[src/design/assert_macros.svh]
// assertion macros used by the responder top
`ifndef ASSERT_MACROS_SVH
`define ASSERT_MACROS_SVH

// property that must hold at every clock edge outside reset
`define ASSERT_ALWAYS(label, prop, msg) \
    label: assert property (@(posedge i_clk) disable iff (!i_rst_n) (prop)) else $error(msg);

// consequence that must hold on the clock edge after the antecedent
`define ASSERT_NEXT(label, ante, cons, msg) \
    label: assert property (@(posedge i_clk) disable iff (!i_rst_n) (ante) |=> (cons)) \
        else $error(msg);

`endif

[src/design/sdspi_pkg.sv]
// types, constants and reply byte lookup for the sd card spi-mode responder
`default_nettype none

package sdspi_pkg;

    localparam int BLOCK_BYTES   = 512;
    localparam int REPLY_DEPTH   = 32;
    localparam int COMMAND_BYTES = 6;

    localparam int CNT_W    = $clog2(COMMAND_BYTES + 1);
    localparam int RLEN_W   = $clog2(REPLY_DEPTH + 1);
    localparam int RPOS_W   = $clog2(REPLY_DEPTH);
    localparam int DPOS_W   = $clog2(BLOCK_BYTES + 4);
    localparam int HDR_BITS = 8 * (COMMAND_BYTES - 1);

    localparam int S_TDATA_W = 16;
    localparam int M_TDATA_W = 16;

    // command indexes
    localparam logic [5:0] CMD_GO_IDLE      = 6'd0;
    localparam logic [5:0] CMD_SEND_IF_COND = 6'd8;
    localparam logic [5:0] CMD_SEND_CSD     = 6'd9;
    localparam logic [5:0] CMD_SEND_CID     = 6'd10;
    localparam logic [5:0] CMD_STOP_TRAN    = 6'd12;
    localparam logic [5:0] CMD_SEND_STATUS  = 6'd13;
    localparam logic [5:0] CMD_SET_BLOCKLEN = 6'd16;
    localparam logic [5:0] CMD_READ_SINGLE  = 6'd17;
    localparam logic [5:0] CMD_WRITE_SINGLE = 6'd24;
    localparam logic [5:0] CMD_APP_OP_COND  = 6'd41;
    localparam logic [5:0] CMD_APP_CMD      = 6'd55;
    localparam logic [5:0] CMD_READ_OCR     = 6'd58;
    localparam logic [5:0] CMD_CRC_ON_OFF   = 6'd59;

    localparam logic [5:0] CMD_INDEX_MASK = 6'h3F;

    // response bytes and tokens
    localparam logic [7:0] R1_READY    = 8'h00;
    localparam logic [7:0] R1_IDLE     = 8'h01;
    localparam logic [7:0] R1_ILLEGAL  = 8'h04;
    localparam logic [7:0] TOKEN_START = 8'hFE;
    localparam logic [7:0] BYTE_IDLE   = 8'hFF;

    localparam logic [31:0] OCR_RESET       = 32'h40FF_8000;
    localparam logic [31:0] IF_COND_ECHO    = 32'h0000_0100;

    // reply lengths in bytes
    localparam logic [RLEN_W-1:0] LEN_R1     = RLEN_W'(1);
    localparam logic [RLEN_W-1:0] LEN_STATUS = RLEN_W'(2);
    localparam logic [RLEN_W-1:0] LEN_WORD   = RLEN_W'(5);
    localparam logic [RLEN_W-1:0] LEN_TABLE  = RLEN_W'(20);

    // register table replies: r1, start token, 16 bytes, two crc bytes
    localparam int TABLE_HEAD = 2;
    localparam int TABLE_END  = TABLE_HEAD + 16;

    localparam logic [7:0] CSD_TABLE [16] = '{
        8'h40, 8'h0E, 8'h00, 8'h32, 8'h5B, 8'h59, 8'h00, 8'h00,
        8'h00, 8'h00, 8'h7F, 8'h80, 8'h0A, 8'h40, 8'h00, 8'hAF
    };
    localparam logic [7:0] CID_TABLE [16] = '{
        8'h03, 8'h59, 8'h45, 8'h4C, 8'h59, 8'h41, 8'h48, 8'h20,
        8'h26, 8'h09, 8'h13, 8'h12, 8'h34, 8'h56, 8'h78, 8'h01
    };

    typedef enum logic [1:0] {
        ACT_BYTE     = 2'd0,
        ACT_SELECT   = 2'd1,
        ACT_DESELECT = 2'd2
    } t_action;

    typedef enum logic [2:0] {
        RK_R1     = 3'd0,
        RK_WORD   = 3'd1,
        RK_STATUS = 3'd2,
        RK_CSD    = 3'd3,
        RK_CID    = 3'd4
    } t_reply_kind;

    typedef struct packed {
        logic [7:0] tx_byte;
        logic       tx_driven;
        logic       card_idle;
        logic       card_ready;
        logic       crc_checking;
    } t_result;

    // byte at a given position of the queued reply
    function automatic logic [7:0] reply_byte(
        input t_reply_kind       kind,
        input logic [7:0]        r1,
        input logic [31:0]       word,
        input logic [RPOS_W-1:0] pos
    );
        logic [3:0] idx;
        logic [7:0] b;
        idx = 4'(pos - RPOS_W'(TABLE_HEAD));
        b   = BYTE_IDLE;
        case (kind)
            RK_R1: begin
                b = r1;
            end
            RK_WORD: begin
                case (pos)
                    RPOS_W'(0): b = r1;
                    RPOS_W'(1): b = word[31:24];
                    RPOS_W'(2): b = word[23:16];
                    RPOS_W'(3): b = word[15:8];
                    RPOS_W'(4): b = word[7:0];
                    default:    b = BYTE_IDLE;
                endcase
            end
            RK_STATUS: begin
                b = R1_READY;
            end
            RK_CSD, RK_CID: begin
                if (pos == RPOS_W'(0)) begin
                    b = R1_READY;
                end else if (pos == RPOS_W'(1)) begin
                    b = TOKEN_START;
                end else if (pos < RPOS_W'(TABLE_END)) begin
                    b = (kind == RK_CSD) ? CSD_TABLE[idx] : CID_TABLE[idx];
                end else begin
                    b = BYTE_IDLE;
                end
            end
            default: begin
                b = BYTE_IDLE;
            end
        endcase
        return b;
    endfunction

endpackage

`default_nettype wire

[src/design/sdspi_core.sv]
// command parser, reply sequencer and data stream of the sd card spi-mode responder
`default_nettype none

module sdspi_core
    import sdspi_pkg::*;
(
    input  wire logic        i_clk,
    input  wire logic        i_rst_n,
    input  wire logic        i_accept,
    input  wire t_action     i_action,
    input  wire logic [7:0]  i_rx_byte,
    input  wire logic        i_cs_selected,
    input  wire logic [31:0] i_ocr_word,
    output t_result          o_result
);

    logic [HDR_BITS-1:0] r_hdr,        n_hdr;
    logic [CNT_W-1:0]    r_cmd_count,  n_cmd_count;
    t_reply_kind         r_reply_kind, n_reply_kind;
    logic [7:0]          r_reply_r1,   n_reply_r1;
    logic [31:0]         r_reply_word, n_reply_word;
    logic [RLEN_W-1:0]   r_reply_len,  n_reply_len;
    logic [RLEN_W-1:0]   r_reply_pos,  n_reply_pos;
    logic                r_app_prefix, n_app_prefix;
    logic                r_idle,       n_idle;
    logic                r_ready,      n_ready;
    logic                r_crc,        n_crc;
    logic [DPOS_W-1:0]   r_data_pos,   n_data_pos;
    logic                r_data_active, n_data_active;

    logic [5:0]        cmd;
    logic [31:0]       arg;
    logic [7:0]        status_r1;
    logic [DPOS_W-1:0] data_idx;
    logic [7:0]        tx;
    logic              driven;

    assign cmd       = r_hdr[HDR_BITS-3 -: 6] & CMD_INDEX_MASK;
    assign arg       = r_hdr[31:0];
    assign status_r1 = r_idle ? R1_IDLE : R1_READY;

    always_comb begin
        n_hdr         = r_hdr;
        n_cmd_count   = r_cmd_count;
        n_reply_kind  = r_reply_kind;
        n_reply_r1    = r_reply_r1;
        n_reply_word  = r_reply_word;
        n_reply_len   = r_reply_len;
        n_reply_pos   = r_reply_pos;
        n_app_prefix  = r_app_prefix;
        n_idle        = r_idle;
        n_ready       = r_ready;
        n_crc         = r_crc;
        n_data_pos    = r_data_pos;
        n_data_active = r_data_active;
        data_idx      = r_data_pos;
        tx            = BYTE_IDLE;
        driven        = 1'b0;

        case (i_action)
            ACT_BYTE: begin
                if (r_cmd_count < CNT_W'(COMMAND_BYTES)) begin
                    n_hdr       = {r_hdr[HDR_BITS-9:0], i_rx_byte};
                    n_cmd_count = r_cmd_count + 1'b1;
                    if (r_cmd_count == CNT_W'(COMMAND_BYTES - 1)) begin
                        // last byte of the frame: decode and queue the answer
                        n_reply_pos   = '0;
                        n_data_active = 1'b0;
                        n_reply_kind  = RK_R1;
                        n_reply_len   = LEN_R1;
                        n_reply_word  = i_ocr_word;
                        n_reply_r1    = R1_ILLEGAL;
                        if (cmd == CMD_APP_CMD) begin
                            n_app_prefix = 1'b1;
                            n_reply_r1   = status_r1;
                        end else if (cmd == CMD_APP_OP_COND && r_app_prefix) begin
                            n_app_prefix = 1'b0;
                            n_idle       = 1'b0;
                            n_ready      = 1'b1;
                            n_reply_r1   = R1_READY;
                        end else begin
                            n_app_prefix = 1'b0;
                            case (cmd)
                                CMD_GO_IDLE: begin
                                    n_idle     = 1'b1;
                                    n_ready    = 1'b0;
                                    n_reply_r1 = R1_IDLE;
                                end
                                CMD_SEND_IF_COND: begin
                                    n_reply_kind = RK_WORD;
                                    n_reply_len  = LEN_WORD;
                                    n_reply_r1   = R1_IDLE;
                                    n_reply_word = IF_COND_ECHO | {24'h0, arg[7:0]};
                                end
                                CMD_READ_OCR: begin
                                    n_reply_kind = RK_WORD;
                                    n_reply_len  = LEN_WORD;
                                    n_reply_r1   = status_r1;
                                end
                                CMD_CRC_ON_OFF: begin
                                    n_crc      = arg[0];
                                    n_reply_r1 = status_r1;
                                end
                                CMD_SET_BLOCKLEN: begin
                                    n_reply_r1 = (arg == 32'(BLOCK_BYTES)) ? R1_READY
                                                                           : R1_ILLEGAL;
                                end
                                CMD_READ_SINGLE: begin
                                    n_data_pos    = '0;
                                    n_data_active = 1'b1;
                                    n_reply_r1    = R1_READY;
                                end
                                CMD_WRITE_SINGLE, CMD_STOP_TRAN: begin
                                    n_reply_r1 = R1_READY;
                                end
                                CMD_SEND_STATUS: begin
                                    n_reply_kind = RK_STATUS;
                                    n_reply_len  = LEN_STATUS;
                                    n_reply_r1   = R1_READY;
                                end
                                CMD_SEND_CSD: begin
                                    n_reply_kind = RK_CSD;
                                    n_reply_len  = LEN_TABLE;
                                    n_reply_r1   = R1_READY;
                                end
                                CMD_SEND_CID: begin
                                    n_reply_kind = RK_CID;
                                    n_reply_len  = LEN_TABLE;
                                    n_reply_r1   = R1_READY;
                                end
                                default: begin
                                    n_reply_r1 = R1_ILLEGAL;
                                end
                            endcase
                        end
                    end
                end

                if (i_cs_selected) begin
                    driven = 1'b1;
                    if (n_reply_pos < n_reply_len) begin
                        tx = reply_byte(n_reply_kind, n_reply_r1, n_reply_word,
                                        n_reply_pos[RPOS_W-1:0]);
                        n_reply_pos = n_reply_pos + 1'b1;
                    end else if (n_data_active) begin
                        if (n_data_pos == '0) begin
                            tx         = TOKEN_START;
                            n_data_pos = DPOS_W'(1);
                        end else if (n_data_pos <= DPOS_W'(BLOCK_BYTES)) begin
                            data_idx   = n_data_pos - 1'b1;
                            tx         = 8'(data_idx);
                            n_data_pos = n_data_pos + 1'b1;
                        end else begin
                            // crc bytes of the data block
                            n_data_pos = n_data_pos + 1'b1;
                            if (n_data_pos >= DPOS_W'(BLOCK_BYTES + 3)) begin
                                n_data_active = 1'b0;
                            end
                        end
                    end
                    if (n_reply_len != '0 && n_reply_pos >= n_reply_len && !n_data_active) begin
                        n_reply_len = '0;
                        n_reply_pos = '0;
                        n_cmd_count = '0;
                    end
                end
            end
            ACT_SELECT, ACT_DESELECT: begin
                n_cmd_count   = '0;
                n_reply_len   = '0;
                n_reply_pos   = '0;
                n_data_active = 1'b0;
                driven        = (i_action == ACT_SELECT);
            end
            default: begin
                driven = 1'b0;
            end
        endcase
    end

    always_ff @(posedge i_clk) begin
        if (!i_rst_n) begin
            r_cmd_count   <= '0;
            r_reply_len   <= '0;
            r_reply_pos   <= '0;
            r_app_prefix  <= 1'b0;
            r_idle        <= 1'b1;
            r_ready       <= 1'b0;
            r_crc         <= 1'b0;
            r_data_pos    <= '0;
            r_data_active <= 1'b0;
        end else if (i_accept) begin
            r_cmd_count   <= n_cmd_count;
            r_reply_len   <= n_reply_len;
            r_reply_pos   <= n_reply_pos;
            r_app_prefix  <= n_app_prefix;
            r_idle        <= n_idle;
            r_ready       <= n_ready;
            r_crc         <= n_crc;
            r_data_pos    <= n_data_pos;
            r_data_active <= n_data_active;
        end
    end

    // command header and reply payload
    always_ff @(posedge i_clk) begin
        if (i_accept) begin
            r_hdr        <= n_hdr;
            r_reply_kind <= n_reply_kind;
            r_reply_r1   <= n_reply_r1;
            r_reply_word <= n_reply_word;
        end
    end

    always_comb begin
        o_result.tx_byte      = tx;
        o_result.tx_driven    = driven;
        o_result.card_idle    = n_idle;
        o_result.card_ready   = n_ready;
        o_result.crc_checking = n_crc;
    end

endmodule

`default_nettype wire

[src/design/sd_card_spi_mode_responder_top.sv]
// sd card spi-mode responder: one event per transfer in, one miso byte and card status out.
// each accepted event (byte exchanged, chip select asserted or released) is decoded in the
// cycle it is taken and its result is loaded into the output register, so one event is
// accepted per clock while the output side keeps up and the result appears in the cycle
// after acceptance. the input side stalls only while the output register holds a result
// that the downstream has not yet taken. the operating conditions word sits at byte
// address 0 of the apb port; the user must write it between commands; not enforced.
`default_nettype none

module sd_card_spi_mode_responder_top
    import sdspi_pkg::*;
(
    input  wire logic                 i_clk,
    input  wire logic                 i_rst_n,
    // slave side
    input  wire logic                 i_s_tvalid,
    output logic                      o_s_tready,
    input  wire logic [S_TDATA_W-1:0] i_s_tdata,   // rx_byte[7:0], cs_selected[8], zeros
    input  wire logic [1:0]           i_s_tuser,   // action[1:0]
    // master side
    output logic                      o_m_tvalid,
    input  wire logic                 i_m_tready,
    // tx_byte[7:0], tx_driven[8], card_idle[9], card_ready[10], crc_checking[11], zeros
    output logic [M_TDATA_W-1:0]      o_m_tdata,
    // configuration
    input  wire logic                 psel,
    input  wire logic                 penable,
    input  wire logic                 pwrite,
    input  wire logic [2:0]           paddr,
    input  wire logic [31:0]          pwdata,
    output logic [31:0]               prdata,
    output logic                      pready
);

    logic        s_accept;
    logic        r_out_valid, n_out_valid;
    t_result     r_out;
    t_result     core_result;
    logic [31:0] r_ocr;

    assign o_s_tready = !r_out_valid || i_m_tready;
    assign s_accept   = i_s_tvalid && o_s_tready;

    sdspi_core u_core (
        .i_clk         (i_clk),
        .i_rst_n       (i_rst_n),
        .i_accept      (s_accept),
        .i_action      (t_action'(i_s_tuser)),
        .i_rx_byte     (i_s_tdata[7:0]),
        .i_cs_selected (i_s_tdata[8]),
        .i_ocr_word    (r_ocr),
        .o_result      (core_result)
    );

    assign n_out_valid = s_accept || (r_out_valid && !i_m_tready);

    always_ff @(posedge i_clk) begin
        if (!i_rst_n) begin
            r_out_valid <= 1'b0;
        end else begin
            r_out_valid <= n_out_valid;
        end
    end

    always_ff @(posedge i_clk) begin
        if (s_accept) begin
            r_out <= core_result;
        end
    end

    assign o_m_tvalid = r_out_valid;
    assign o_m_tdata  = {4'b0, r_out.crc_checking, r_out.card_ready, r_out.card_idle,
                         r_out.tx_driven, r_out.tx_byte};

    // configuration register
    always_ff @(posedge i_clk) begin
        if (!i_rst_n) begin
            r_ocr <= OCR_RESET;
        end else if (psel && penable && pwrite && pready && !paddr[2]) begin
            r_ocr <= pwdata;
        end
    end

    assign pready = 1'b1;
    assign prdata = paddr[2] ? 32'h0 : r_ocr;

    `include "assert_macros.svh"

    `ASSERT_ALWAYS(a_idle_ready_exclusive,
        !(o_m_tvalid && o_m_tdata[9] && o_m_tdata[10]),
        "card reported idle and ready at once")
    `ASSERT_ALWAYS(a_undriven_is_idle_byte,
        !(o_m_tvalid && !o_m_tdata[8] && o_m_tdata[7:0] != BYTE_IDLE),
        "undriven miso byte is not the idle byte")
    `ASSERT_NEXT(a_deselect_releases_miso,
        s_accept && i_s_tuser == ACT_DESELECT,
        o_m_tvalid && !o_m_tdata[8] && o_m_tdata[7:0] == BYTE_IDLE,
        "chip select release did not release miso")

endmodule

`default_nettype wire

[config.mk]
export PLATFORM = sky130hd
export DESIGN_NAME = sd_card_spi_mode_responder_top
export DESIGN_NICKNAME = d
export VERILOG_FILES = /design/src/design/sdspi_pkg.sv /design/src/design/sdspi_core.sv /design/src/design/sd_card_spi_mode_responder_top.sv
export VERILOG_INCLUDE_DIRS = /design/src /design/src/design
export SDC_FILE = /design/constraint.sdc
export NUM_CORES = 1
export LEC_CHECK = 0
export BUFFER_PORTS_ARGS = -buffer_cell sky130_fd_sc_hd__buf_2
export CORE_UTILIZATION = 63
export DETAILED_ROUTE_END_ITERATION = 8
export PLACE_DENSITY = 0.86
export SKIP_CTS_REPAIR_TIMING = 1
export SYNTH_ARGS = -nofsm -noshare
export SYNTH_HDL_FRONTEND = slang
export SYNTH_SLANG_ARGS = --single-unit
export TNS_END_PERCENT = 1
[constraint.sdc]
create_clock -name i_clk -period 8.93 [get_ports i_clk]
set_clock_uncertainty 0.2 [all_clocks]
set_input_delay 2.679 -clock i_clk [delete_from_list [all_inputs] [get_ports i_clk]]
set_output_delay 2.679 -clock i_clk [all_outputs]
set_load 0.005 [all_outputs]
### Word level (Yosys, flattened, before mapping)

Memory sizes are Yosys's and may differ from the RTL's.
Index checks and enable logic that the tools add are counted.
W data, S select, Z words.

* logic and storage cells: 193
* bits in writable memories: 0
* latch bits: 0
* bits in registers: 156
* bits in read-only memories: 256
* memories kept: 2

* equal/unequal tests: 24
* reduce and logical (&&, ||, !) cells: 33
* mux-type cells: 101
* multipliers: 0
* $add $sub $neg: 5
* bitwise operators: 1
* $lt $le $gt $ge: 7
* div/mod/pow operators: 0
* shift operators: 0

Memories
* (no name shown): depth 16, width 8, read ports 1, clocked after Yosys merged registers in 0, wr ports 0, line sdspi_pkg.sv:121 `b = (kind == RK_CSD) ? CSD_TABLE[idx] : CID_TABLE[idx];`
* (no name shown): depth 16, width 8, read ports 1, clocked after Yosys merged registers in 0, wr ports 0, line sdspi_pkg.sv:121

Operator list (number)
* $mux W32: 6
* $mux W8: 16
* $mux W10: 10
* $mux W6: 15
* $pmux W8 S4: 2
* $pmux W8 S5: 1
* $mux W1: 35
* $eq A32 B10 Y1 const B: 1
* $eq A6 B4 Y1 const B: 5
* $mux W3: 9
* $eq A6 B6 Y1 const B: 4
* $pmux W6 S2: 2
* $eq A6 B5 Y1 const B: 3
* $pmux W5 S3: 1
* $pmux W3 S4: 1
* $reduce_or A2 Y1: 6
* $add A10 B1 Y10 const B: 1
* $eq A5 B2 Y1 const B: 2
* $ge A10 B10 Y1 const B: 1
* $le A10 B10 Y1 const B: 1
* $logic_not A10 Y1: 1
* $logic_and A1 B1 Y1: 8
* $sub A8 B1 Y8 const B: 1
* $add A6 B1 Y6 const B: 1
* other kinds (29): 38

### Depth between registers and ports, before layout

Gate-level depths: netlist (run 1).

* depth in word-level cells: 21
* gate-level depth with buffers: 24

### By module

Synthesis (run 1) repeated with hierarchy kept, for this count alone.

* cells, all modules: 995
* area, all modules: 9125.0 um^2

Modules (own cells, without submodules)
* sdspi_core: cells each 796, times used 1, area each 7098.1 um^2
* sd_card_spi_mode_responder_top: cells each 199, times used 1, area each 2026.9 um^2

### Worst setup path before layout (run 1)

Ideal clock, no wire load.

* path type: input to register
* from: input i_m_tready
* to: register u_core.r_hdr[0], enable pin
* setup slack: 2824 ps
* arrival time: 5460 ps
* buffers on the path: 0
* data required time: 8284 ps
* stages: 5
* cells stage by stage: nand2b_1 -> nand2_1 -> inv_1 -> nand2_1 -> a21oi_1

* cells in the longest elaborated chain, start to end: 3

Ends and longest elaborated chain
* from (decl): line sd_card_spi_mode_responder_top.sv:22 `input wire logic i_m_tready,`
* $logic_or A1 B1 Y1: line sd_card_spi_mode_responder_top.sv:41 `assign o_s_tready = !r_out_valid || i_m_tready;`
* $logic_and A1 B1 Y1: line sd_card_spi_mode_responder_top.sv:42 `assign s_accept = i_s_tvalid && o_s_tready;`
* net s_accept: line sd_card_spi_mode_responder_top.sv:35 `logic s_accept;`
* $reduce_and A3 Y1 (no source line)
* to (signal assigned): line sdspi_core.sv:208 `r_hdr <= n_hdr;`
* to (decl): line sdspi_core.sv:17 `logic [HDR_BITS-1:0] r_hdr, n_hdr;`

The timed path passes the listed nets, and every way through them passes these cells.
A chain may end at the register's enable or synchronous reset.

### Worst setup path in the final report (run 1)

* from: input paddr[2]
* to: output prdata[7]

* cells in the longest elaborated chain, start to end: 1

Ends and longest elaborated chain
* from (decl): line sd_card_spi_mode_responder_top.sv:29 `input wire logic [2:0] paddr,`
* $mux W32: line sd_card_spi_mode_responder_top.sv:85 `assign prdata = paddr[2] ? 32'h0 : r_ocr;`
* to (decl): line sd_card_spi_mode_responder_top.sv:31 `output logic [31:0] prdata,`

Every way passes these cells.

==> results of run 1 <==
[power by group through the flow]
stage	Sequential, mW	Combinational [mW]	Clock [mW]
after floorplan	0.798	0.0472	0
after CTS	0.787	0.0753	0.668
final	0.787	0.0761	0.665
after global placement	0.801	0.0722	0
after detailed placement	0.802	0.0746	0
after global routing	0.789	0.0837	0.697
[worst min-delay path by stage]
stage | slack (ns) | start | endpoint
floorplan | 0.22 | u_core.r_hdr[9] | u_core.r_hdr[17]
CTS | 0.25 | u_core.r_hdr[28] | u_core.r_hdr[36]
global route | 0.25 | u_core.r_hdr[28] | u_core.r_hdr[36]
detailed placement | 0.23 | u_core.r_hdr[28] | u_core.r_hdr[36]
global placement | 0.23 | u_core.r_hdr[27] | u_core.r_hdr[35]
finish | 0.25 | u_core.r_hdr[28] | u_core.r_hdr[36]
[cell usage after synthesis (8+ instances only)]
library cell  number
buf_2              8
nand2b_1          10
o31ai_1            8
o21a_1            11
a21oi_1           68
o21ai_0           49
nor4_1            14
xnor2_1           12
a31oi_1           19
nand2_1          185
and3_1            14
nand3_1           27
buf_1              8
and2_1             9
nor2_1            49
mux2i_1            8
clkbuf_1          53
nor2b_1           31
edfxtp_1          93
nand4_1            8
nor3_1            18
dfxtp_1           63
o211ai_1          15
inv_1             36
ha_1              29
[kinds of logic (layout without fill, tap and decap cells)]
group | count (synthesis) | count (layout) | synth area share (%)
flops | 156 | 156 | 45.3
xor+xnor | 13 | 13 | 1.27
compound gates | 266 | 266 | 20.1
mux | 17 | 17 | 2.41
other cells | 2 | 5 | 0.0840
fa+ha+maj | 29 | 29 | 4.06
buf+inv | 114 | 173 | 5.23
simple gates | 400 | 400 | 21.5
[state kept, by name, indices dropped and copies added, names as in the netlist]
name,flops
u_core.r_hdr,38
r_ocr,32
u_core.r_reply_word,32
o_m_tdata,12
u_core.r_data_pos,10
u_core.r_reply_r1,8
u_core.r_reply_len,6
u_core.r_reply_pos,6
u_core.r_cmd_count,3
u_core.r_reply_kind,3
o_m_tvalid,1
u_core.r_app_prefix,1
u_core.r_crc,1
u_core.r_data_active,1
u_core.r_idle,1
u_core.r_ready,1
[through the flow]
step | worst slack, ns | instance area [um2]
final | 2.65 | 9950
after global routing | 2.58 | 9950
after CTS | 2.65 | 9950
after detailed placement | 2.65 | 9410
after global placement | 2.72 | 9410
after floorplan | 2.82 | 8950
[per-layer routing]
metal / track usage [%] / vias up / wire length, um
li1: - / 3744 / -
met1: 41.9 / 3711 / 9290
met2: 52.0 / 479 / 10700
met3: 6.34 / 74 / 2070
met4: 18.4 / 0 / 837
met5: 0 / - / 0
[final cells by class]
cell class | count | area [um2]
clock buffer | 22 | 475
tap | 180 | 225
multi-input combinational | 730 | 4440
timing repair buffer | 104 | 541
fill | 1050 | 3930
sequential | 156 | 4050
clock inverter | 9 | 65.1
inverter | 38 | 143
==> out/summary.txt, run 1 <==
Area contributors post-synth - edfxtp_1 (31%), dfxtp_1 (14%), nand2_1 (7.8%)
Leakage Power - 3.75 nW
CTS root buffer - clkbuf_16
Crit-path max cell delay - 0.45 ns
Die area - 0.0147 mm2
Fin. max-slew vios - 0
Port bufs - 96
Crit path buffers/inverters - 2
Largest net degree at the start of global routing - 68
Antenna violations before repair - 0
R2r setup slk - 3.09 ns
Pwr per Cell Area - 154 mW/mm2
Sink Count - 156
DIE WIDTH - 121 um
End point of the critical path - prdata[7]
CTS tree - done
Power Internal - 1.18 mW
Synth warn - 0
Post-Syn Instances - 997
Vias per inst - 6.46
Number of inserted diodes - 0
Post-synth EDFFs - 93
Reg2reg start - u_core.r_cmd_count[1]
Dominant cell type by area after synthesis - edfxtp_1
DRT iter0 DRCs - 821
Unrepaired setup endpoints after global routing - false
Synthesized cell area - 0.00894 mm2
IO Count - 111
CP Cell Sequence - buf_2 > nor2b_1 > buf_2
WL final - 22.9 mm
Site Rows - 43
Final hold slack - 0.247 ns
Sw Share - 22.7%
Clock buffers created by TritonCTS - 17
Required @ worst endpoint - 6.05 ns
First-pass GRT wire length - 37.2 mm
# DRC - 0
Syn Area/Cell - 8.97 um2
Clock transition at the registers of the reported paths - 0.06 ns
Final Net Count - 1,136
Worst hold stages - 0
Max_cap viols - 0
Fmax - 0.159 GHz
Post-route clock period utilization - 70.3%
Number of global-route vias before repair - 7,460
Core Util, Final - 71.7%
Slowest stage cell on the critical path - buf_2
Fin crit period - 6.28 ns
Initial Utilization - 64.4%
CP max FO - 34
Most common cell after layout, fill and taps aside - nand2_1
Reg2Reg Depth - 20
H-tree depth - 4
Post-DP HPWL - 15.2 mm
Final hold vios - 0
Layout area overhead - 11.2%
Setup-failing EPs final - 0
Hold WC Path Type - reg2reg
Stages on the worst setup path - 3
Netlist cell types - 85
RePlAce Congestion - 1.02
Final ANT Viol Nets - 0
CP arrival - 3.40 ns
Commonest cells after routing, fill and taps aside - nand2_1 (185), buf_2 (96), edfxtp_1 (93)
Maximum VDD drop - 0.151 mV
Asr flop ratio synth - 0%
Sequential share of the synthesized area - 45.3%
Grt total ovfl - 0
Synth Register Bits - 156
Post-synth top flop - edfxtp_1
Flop pwr share - 51.5%
Slew HR - 19.9%
Worst setup startpoint - paddr[2]
Chip height - 121 um
Crit-path leading delay family - buffers and inverters
Clk_lat worst skew - 0.43 ns
Vias - 8,008
Power, Total - 1.53 mW
Placed Instances - 1,208
RR Endpoint - u_core.r_reply_pos[4]
Critical path capture point type - primary output
NetSw - 0.347 mW
Clock power share - 43.5%
Post-Route Setup TNS - 0 ns
Crit path launch type - input port
Layout Cells excl Fill - 1,239
Status - complete, no violations
WS Path Type - in2out
Pre-Repair DR Iteration Count - 6
Crit-path most repeated cell - buf_2
Ratio of cells with drive above 1 in the final layout - 14.7%
Gate power share - 5.0%
Detailed-route wire length per cell - 18.5 um
Max Buffers Root-to-Sink - 2
Total Routing Usage GR - 32.7%
Post-synth top area share - 31.2%
Slew @ Worst Pin - 1.20 ns
Placeable Area - 0.0139 mm2
Power figures use the tool's default switching activity.
==> run 2, diff against run 1 <==
--- a/config.mk
+++ b/config.mk
@@ -7,9 +7,9 @@
 export NUM_CORES = 1
 export LEC_CHECK = 0
 export BUFFER_PORTS_ARGS = -buffer_cell sky130_fd_sc_hd__buf_2
-export CORE_UTILIZATION = 63
+export CORE_UTILIZATION = 59
 export DETAILED_ROUTE_END_ITERATION = 8
-export PLACE_DENSITY = 0.86
+export PLACE_DENSITY = 0.81
 export SKIP_CTS_REPAIR_TIMING = 1
 export SYNTH_ARGS = -nofsm -noshare
 export SYNTH_HDL_FRONTEND = slang
==> constraint.sdc (replaced) <==
create_clock -name i_clk -period 6.1 [get_ports i_clk]
set_clock_uncertainty 0.2 [all_clocks]
set_input_delay 1.83 -clock i_clk [delete_from_list [all_inputs] [get_ports i_clk]]
set_output_delay 1.83 -clock i_clk [all_outputs]
set_load 0.005 [all_outputs]
==> run 2 against run 1 <==
  * Final cell count grew 1.2%
  * First-iteration DRC count down 16%
  * Clock power is 55% higher
  * Critical endpoint is now u_core.r_reply_pos[4]
  * Highest routed layer unchanged
==> out/summary.txt, run 2 (synthesized netlist as in run 1, its figures left out) <==
Setup-failing EPs final - 0 (unchanged)
Final hold slack - 0.250 ns (+0.00268 ns)
Reg2reg start - u_core.r_hdr[32]
Grt total ovfl - 0 (unchanged)
Largest Register - u_core.r_hdr
Max Buffers Root-to-Sink - 2 (unchanged)
CTS tree - done
Antenna violations before repair - 0 (unchanged)
Power Internal - 1.75 mW (+48%)
Fmax - 0.199 GHz
Clock power share - 45.0% (+1.5 points)
Worst hold stages - 0 (unchanged)
Final ANT Viol Nets - 0 (unchanged)
RR Endpoint - u_core.r_reply_pos[4]
Post-route clock period utilization - 82.4%
Detailed-route wire length per cell - 18.0 um (-2.7%)
Placeable Area - 0.0146 mm2 (+5.5%)
Hold WC Path Type - reg2reg
Clock buffers created by TritonCTS - 17 (unchanged)
Fin crit period - 5.02 ns
Pwr per Cell Area - 228 mW/mm2 (+49%)
H-tree depth - 4 (unchanged)
NetSw - 0.547 mW (+58%)
RePlAce Congestion - 0.947 (-7.4%)
Number of global-route vias before repair - 7,406 (-0.72%)
Max FFs per register - 38 (unchanged)
Most common cell after layout, fill and taps aside - nand2_1
Largest net degree at the start of global routing - 54 (-21%)
Sink Count - 156 (unchanged)
Leakage Power - 3.81 nW (+1.7%)
Status - complete, no violations
Critical path capture point type - flip-flop
Ratio of cells with drive above 1 in the final layout - 15.9% (+1.2 points)
CTS root buffer - clkbuf_16
WS Path Type - reg2reg
CP max FO - 15 (-56%)
Crit path launch type - flip-flop
Slew @ Worst Pin - 1.16 ns (-0.0412 ns)
Reg2Reg Depth - 16 (-20%)
Chip height - 125 um (+3.3%)
IO Count - 111 (unchanged)
Total Routing Usage GR - 29.7% (-3.0 points)
Clk_lat worst skew - 0.43 ns (about the same)
Core Util, Final - 68.6% (-3.0 points)
Post-DP HPWL - 15.4 mm (+1.2%)
Initial Utilization - 61.1% (-3.4 points)
Required @ worst endpoint - 6.22 ns (+0.17 ns)
Port bufs - 96 (unchanged)
Sw Share - 23.9% (+1.2 points)
Final Net Count - 1,146 (+0.88%)
Pre-Repair DR Iteration Count - 7 (+1)
# DRC - 0 (unchanged)
Vias per inst - 6.30 (-2.5%)
Fin. max-slew vios - 0 (unchanged)
Maximum VDD drop - 0.219 mV (+46%)
Gate power share - 4.9% (about the same)
Post-Route Setup TNS - 0 ns (unchanged)
Flop pwr share - 50.2% (-1.3 points)
DIE WIDTH - 125 um (+3.3%)
DRT iter0 DRCs - 687 (-16%)
Number of inserted diodes - 0 (unchanged)
First-pass GRT wire length - 36.9 mm (-0.65%)
WL final - 22.6 mm (-1.5%)
Site Rows - 44 (+2.3%)
Layout area overhead - 12.4%
Vias - 7,901 (-1.3%)
Final hold vios - 0 (unchanged)
Max_cap viols - 0 (unchanged)
R2r setup slk - 1.08 ns (-2.01 ns)
Filler Cells Inserted - 1,171 (+12%)
Die area - 0.0157 mm2 (+6.7%)
CP arrival - 5.15 ns (+1.75 ns)
Unrepaired setup endpoints after global routing - false
Min-delay src - u_core.r_hdr[28]
Slew HR - 22.8% (+2.9 points)
Biggest regs - u_core.r_hdr: 38 flops, r_ocr: 32 flops, u_core.r_reply_word: 32 flops
Hold Path End - u_core.r_hdr[36]
Clock transition at the registers of the reported paths - 0.07 ns (about the same)
Commonest cells after routing, fill and taps aside - nand2_1 (185), buf_2 (96), edfxtp_1 (93)
==> run 2: cell count changes in the layout (fill, tap and decap cells not counted), sizes merged <==
cell    previous run  this run
buf              104       114
inv               36        42
clkbuf            22        18
clkinv            10         8
bufinv             0         1
==> run 2: power by group through the flow <==
stage          combinational [mW]  sequential [mW]  clock, mW
3_5_place_dp                0.110             1.17          0
6_report                    0.112             1.15       1.03
4_1_cts                     0.111             1.15       1.04
3_3_place_gp                0.108             1.17          0
5_1_grt                     0.124             1.15       1.08
2_1_floorplan              0.0691             1.17          0
==> run 2: worst max-delay path by stage <==
stage | startpoint | endpoint | slack (ns) | cells past startpoint
2_1_floorplan | i_m_tready | u_core.r_hdr[0] | 0.84 | 5
3_3_place_gp | u_core.r_hdr[32] | u_core.r_reply_pos[4] | 1.27 | 16
3_5_place_dp | u_core.r_hdr[32] | u_core.r_reply_pos[4] | 1.15 | 16
4_1_cts | u_core.r_hdr[32] | u_core.r_reply_pos[4] | 1.14 | 16
5_1_grt | u_core.r_hdr[32] | u_core.r_reply_pos[4] | 0.48 | 16
6_report | u_core.r_hdr[32] | u_core.r_reply_pos[4] | 1.08 | 16
==> run 2: stage by stage <==
step	instance area [um2]	setup slack [ns]	cells	total power, mW
3_5_place_dp	9490	1.15	1222	1.28
3_3_place_gp	9490	1.27	1222	1.28
5_1_grt	10000	0.481	1254	2.36
4_1_cts	10000	1.14	1254	2.30
2_1_floorplan	8950	0.843	1000	1.24
6_report	10000	1.08	1254	2.30
==> run 2: layout make-up <==
class	count	area (um2)	share of cell area, %
multi-input cells	730	4440	44.2
flip-flops and latches	156	4050	40.3
repair buffers	114	616	6.13
clock buffers	18	429	4.27
well taps	184	230	2.29
inverters	38	143	1.42
clock inverters	14	133	1.32
==> run 2: critical path, stage by stage (launching register included) <==
cell	delay [ns]
edfxtp_1	0.66
nor2b_1	0.49
nand4b_1	0.24
a32oi_1	0.39
ha_1	0.30
nand4_1	0.13
a211oi_4	0.07
nor2_2	0.28
buf_4	0.23
xnor2_1	0.14
ha_1	0.25
nand2b_1	0.15
a2111oi_0	0.36
o21ai_0	0.16
o311ai_0	0.21
o21ai_0	0.31
o311ai_0	0.35
==> run 2: per-layer routing <==
layer,part of all wire [%],GRT usage [%]
met3,7.7,6.80
met4,3.3,14.1
met1,43,38.4
met2,46,47.5
met5,0,0
==> run 3, diff against run 2 <==
--- a/config.mk
+++ b/config.mk
@@ -7,9 +7,9 @@
 export NUM_CORES = 1
 export LEC_CHECK = 0
 export BUFFER_PORTS_ARGS = -buffer_cell sky130_fd_sc_hd__buf_2
-export CORE_UTILIZATION = 59
+export CORE_UTILIZATION = 53
 export DETAILED_ROUTE_END_ITERATION = 8
-export PLACE_DENSITY = 0.81
+export PLACE_DENSITY = 0.77
 export SKIP_CTS_REPAIR_TIMING = 1
 export SYNTH_ARGS = -nofsm -noshare
 export SYNTH_HDL_FRONTEND = slang
==> constraint.sdc (replaced) <==
create_clock -name i_clk -period 4.6 [get_ports i_clk]
set_clock_uncertainty 0.2 [all_clocks]
set_input_delay 1.38 -clock i_clk [delete_from_list [all_inputs] [get_ports i_clk]]
set_output_delay 1.38 -clock i_clk [all_outputs]
set_load 0.005 [all_outputs]
==> run 3 against run 2 <==
  * Power grew 35%
  * Via count grew 0.71%
  * Sequential power grew 32%
  * Final area grew 2.9%
  * Critical path depth is the same
==> out/summary.txt, run 3 (synthesized netlist as in run 1, its figures left out) <==
R2r setup slk - 0.20 ns (-0.87 ns)
Site Rows - 47 (+6.8%)
Reg2Reg Depth - 16 (unchanged)
Place WS - 0.0235 ns (-1.12 ns)
Max FFs per register - 38 (unchanged)
FF+latch area - 0.00405 mm2 (unchanged)
Layout area overhead - 15.7%
Chip height - 132 um (+5.4%)
Setup WS post-layout - 0.201 ns (-0.875 ns)
Layout Cells excl Fill - 1,314 (+4.8%)
DIE WIDTH - 132 um (+5.4%)
Min-delay src - u_core.r_hdr[17]
Clock buffers created by TritonCTS - 17 (unchanged)
Number of inserted diodes - 0 (unchanged)
Required @ worst endpoint - 4.74 ns (-1.48 ns)
Most common cell after layout, fill and taps aside - nand2_1
Status - complete, no violations
Post-DP HPWL - 15.9 mm (+3.2%)
Biggest regs - u_core.r_hdr: 38 flops, r_ocr: 32 flops, u_core.r_reply_word: 32 flops
Vias per inst - 6.06 (-3.9%)
WS Path Type - reg2reg
Post-Route Setup TNS - 0 ns (unchanged)
Reg2reg start - u_core.r_hdr[36]
RR Endpoint - u_core.r_cmd_count[2]
Ratio of cells with drive above 1 in the final layout - 17.9% (+2.0 points)
IO Count - 111 (unchanged)
CP max FO - 8 (-7)
Fin crit period - 4.40 ns (-0.625 ns)
Post-route clock period utilization - 95.6% (+13 points)
Leakage Power - 3.94 nW (+3.5%)
Die area - 0.0174 mm2 (+11%)
Antenna violations before repair - 0 (unchanged)
Largest Register - u_core.r_hdr
Pre-Repair DR Iteration Count - 5 (-2)
Max_cap viols - 0 (unchanged)
CP arrival - 4.54 ns (-0.61 ns)
Max Buffers Root-to-Sink - 2 (unchanged)
Initial Utilization - 54.1% (-6.9 points)
Slew @ Worst Pin - 1.18 ns (+0.0184 ns)
Worst hold stages - 0 (unchanged)
WL final - 23.0 mm (+1.7%)
Final ANT Viol Nets - 0 (unchanged)
Pwr per Cell Area - 299 mW/mm2 (+31%)
RePlAce Congestion - 0.950 (+0.34%)
Setup-failing EPs final - 0 (unchanged)
Vias - 7,957 (+0.71%)
Final hold vios - 0 (unchanged)
Critical path capture point type - flip-flop
CTS root buffer - clkbuf_16
Fmax - 0.227 GHz (+14%)
Fin. max-slew vios - 0 (unchanged)
H-tree depth - 4 (unchanged)
Port bufs - 96 (unchanged)
Number of global-route vias before repair - 7,349 (-0.77%)
CTS tree - done
Placed Instances - 1,282 (+4.9%)
Area of the multi-input gates - 0.00446 mm2 (+0.39%)
Crit path launch type - flip-flop
Total Routing Usage GR - 26.9% (-2.8 points)
DRT iter0 DRCs - 759 (+10%)
Clk_lat worst skew - 0.43 ns (about the same)
Sink Count - 156 (unchanged)
# DRC - 0 (unchanged)
Placeable Area - 0.0165 mm2 (+13%)
Final Net Count - 1,170 (+2.1%)
Filler Cells Inserted - 1,373 (+17%)
Commonest cells after routing, fill and taps aside - nand2_1 (185), buf_2 (96), edfxtp_1 (93)
Hold WC Path Type - reg2reg
Detailed-route wire length per cell - 17.5 um (-3.0%)
Maximum VDD drop - 0.275 mV (+25%)
Hold Path End - u_core.r_hdr[25]
Grt total ovfl - 0 (unchanged)
Slew HR - 21.5% (-1.2 points)
First-pass GRT wire length - 37.7 mm (+2.0%)
Largest net degree at the start of global routing - 44 (-19%)
Clock transition at the registers of the reported paths - 0.07 ns (about the same)
==> run 3: changes by cell type in the layout (fill, tap and decap cells not counted), sizes merged <==
cell / before / now
clkbuf: 18 / 17
buf: 114 / 138
clkinvlp: 1 / 2
==> run 3: final cells by class <==
class                           count  area share (%)
Timing Repair Buffer              138            7.82
Tap cell                          220            2.66
Inverter                           38            1.38
Clock buffer                       17            4.11
Sequential cell                   156            39.2
Clock inverter                     15            1.69
Multi-Input combinational cell    730            43.1
==> run 3: routing by layer <==
layer	vias to the layer above	GRT usage (%)	routed length, um
met3	46	4.81	1430
met2	348	42.9	10600
met1	3754	36.8	10400
li1	3809	-	-
met4	0	10.0	585
met5	-	0	0
==> run 3: critical path: stages, from the launching register on <==
cell and delay, ns:
edfxtp_1 0.45, or4b_1 0.61, nor3_2 0.23, a21oi_1 0.11, ha_1 0.33, a21o_1 0.16
a21o_1 0.22, nor2_4 0.17, mux2i_1 0.27, inv_1 0.07, ha_1 0.26, a2111oi_0 0.36
o21ai_1 0.15, o311ai_2 0.15, buf_4 0.24, o21ai_0 0.10, a211oi_1 0.23
==> run 3: how the worst max path moves through the flow <==
stage	slack, ns	depth (start not counted)	startpoint	end
floorplan	-0.21	5	i_m_tready	u_core.r_hdr[0]
global placement	0.14	18	u_core.r_hdr[36]	u_core.r_reply_len[3]
detailed placement	0.02	18	u_core.r_hdr[36]	u_core.r_reply_len[3]
CTS	0.02	18	u_core.r_hdr[36]	u_core.r_reply_len[5]
global route	-0.04	16	u_core.r_hdr[36]	u_core.r_cmd_count[2]
finish	0.20	16	u_core.r_hdr[36]	u_core.r_cmd_count[2]
==> run 3: through the flow <==
step	total power, mW	cell area (um2)	hold WS (ns)	utilization, %
final	3.09	10300	0.249	62.6
after global routing	3.18	10300	0.256	62.6
after CTS	3.10	10300	0.252	62.5
after detailed placement	1.71	9720	0.235	58.8
after global placement	1.70	9720	0.231	58.8
after floorplan	1.64	8960	0.218	-
==> run 3: power by group <==
part	leakage, nW	internal (mW)	switching [mW]
Clock	0.287	0.774	0.641
Combinational	2.31	0.0570	0.0976
Sequential	1.34	1.51	0.0169
Total	3.94	2.34	0.756
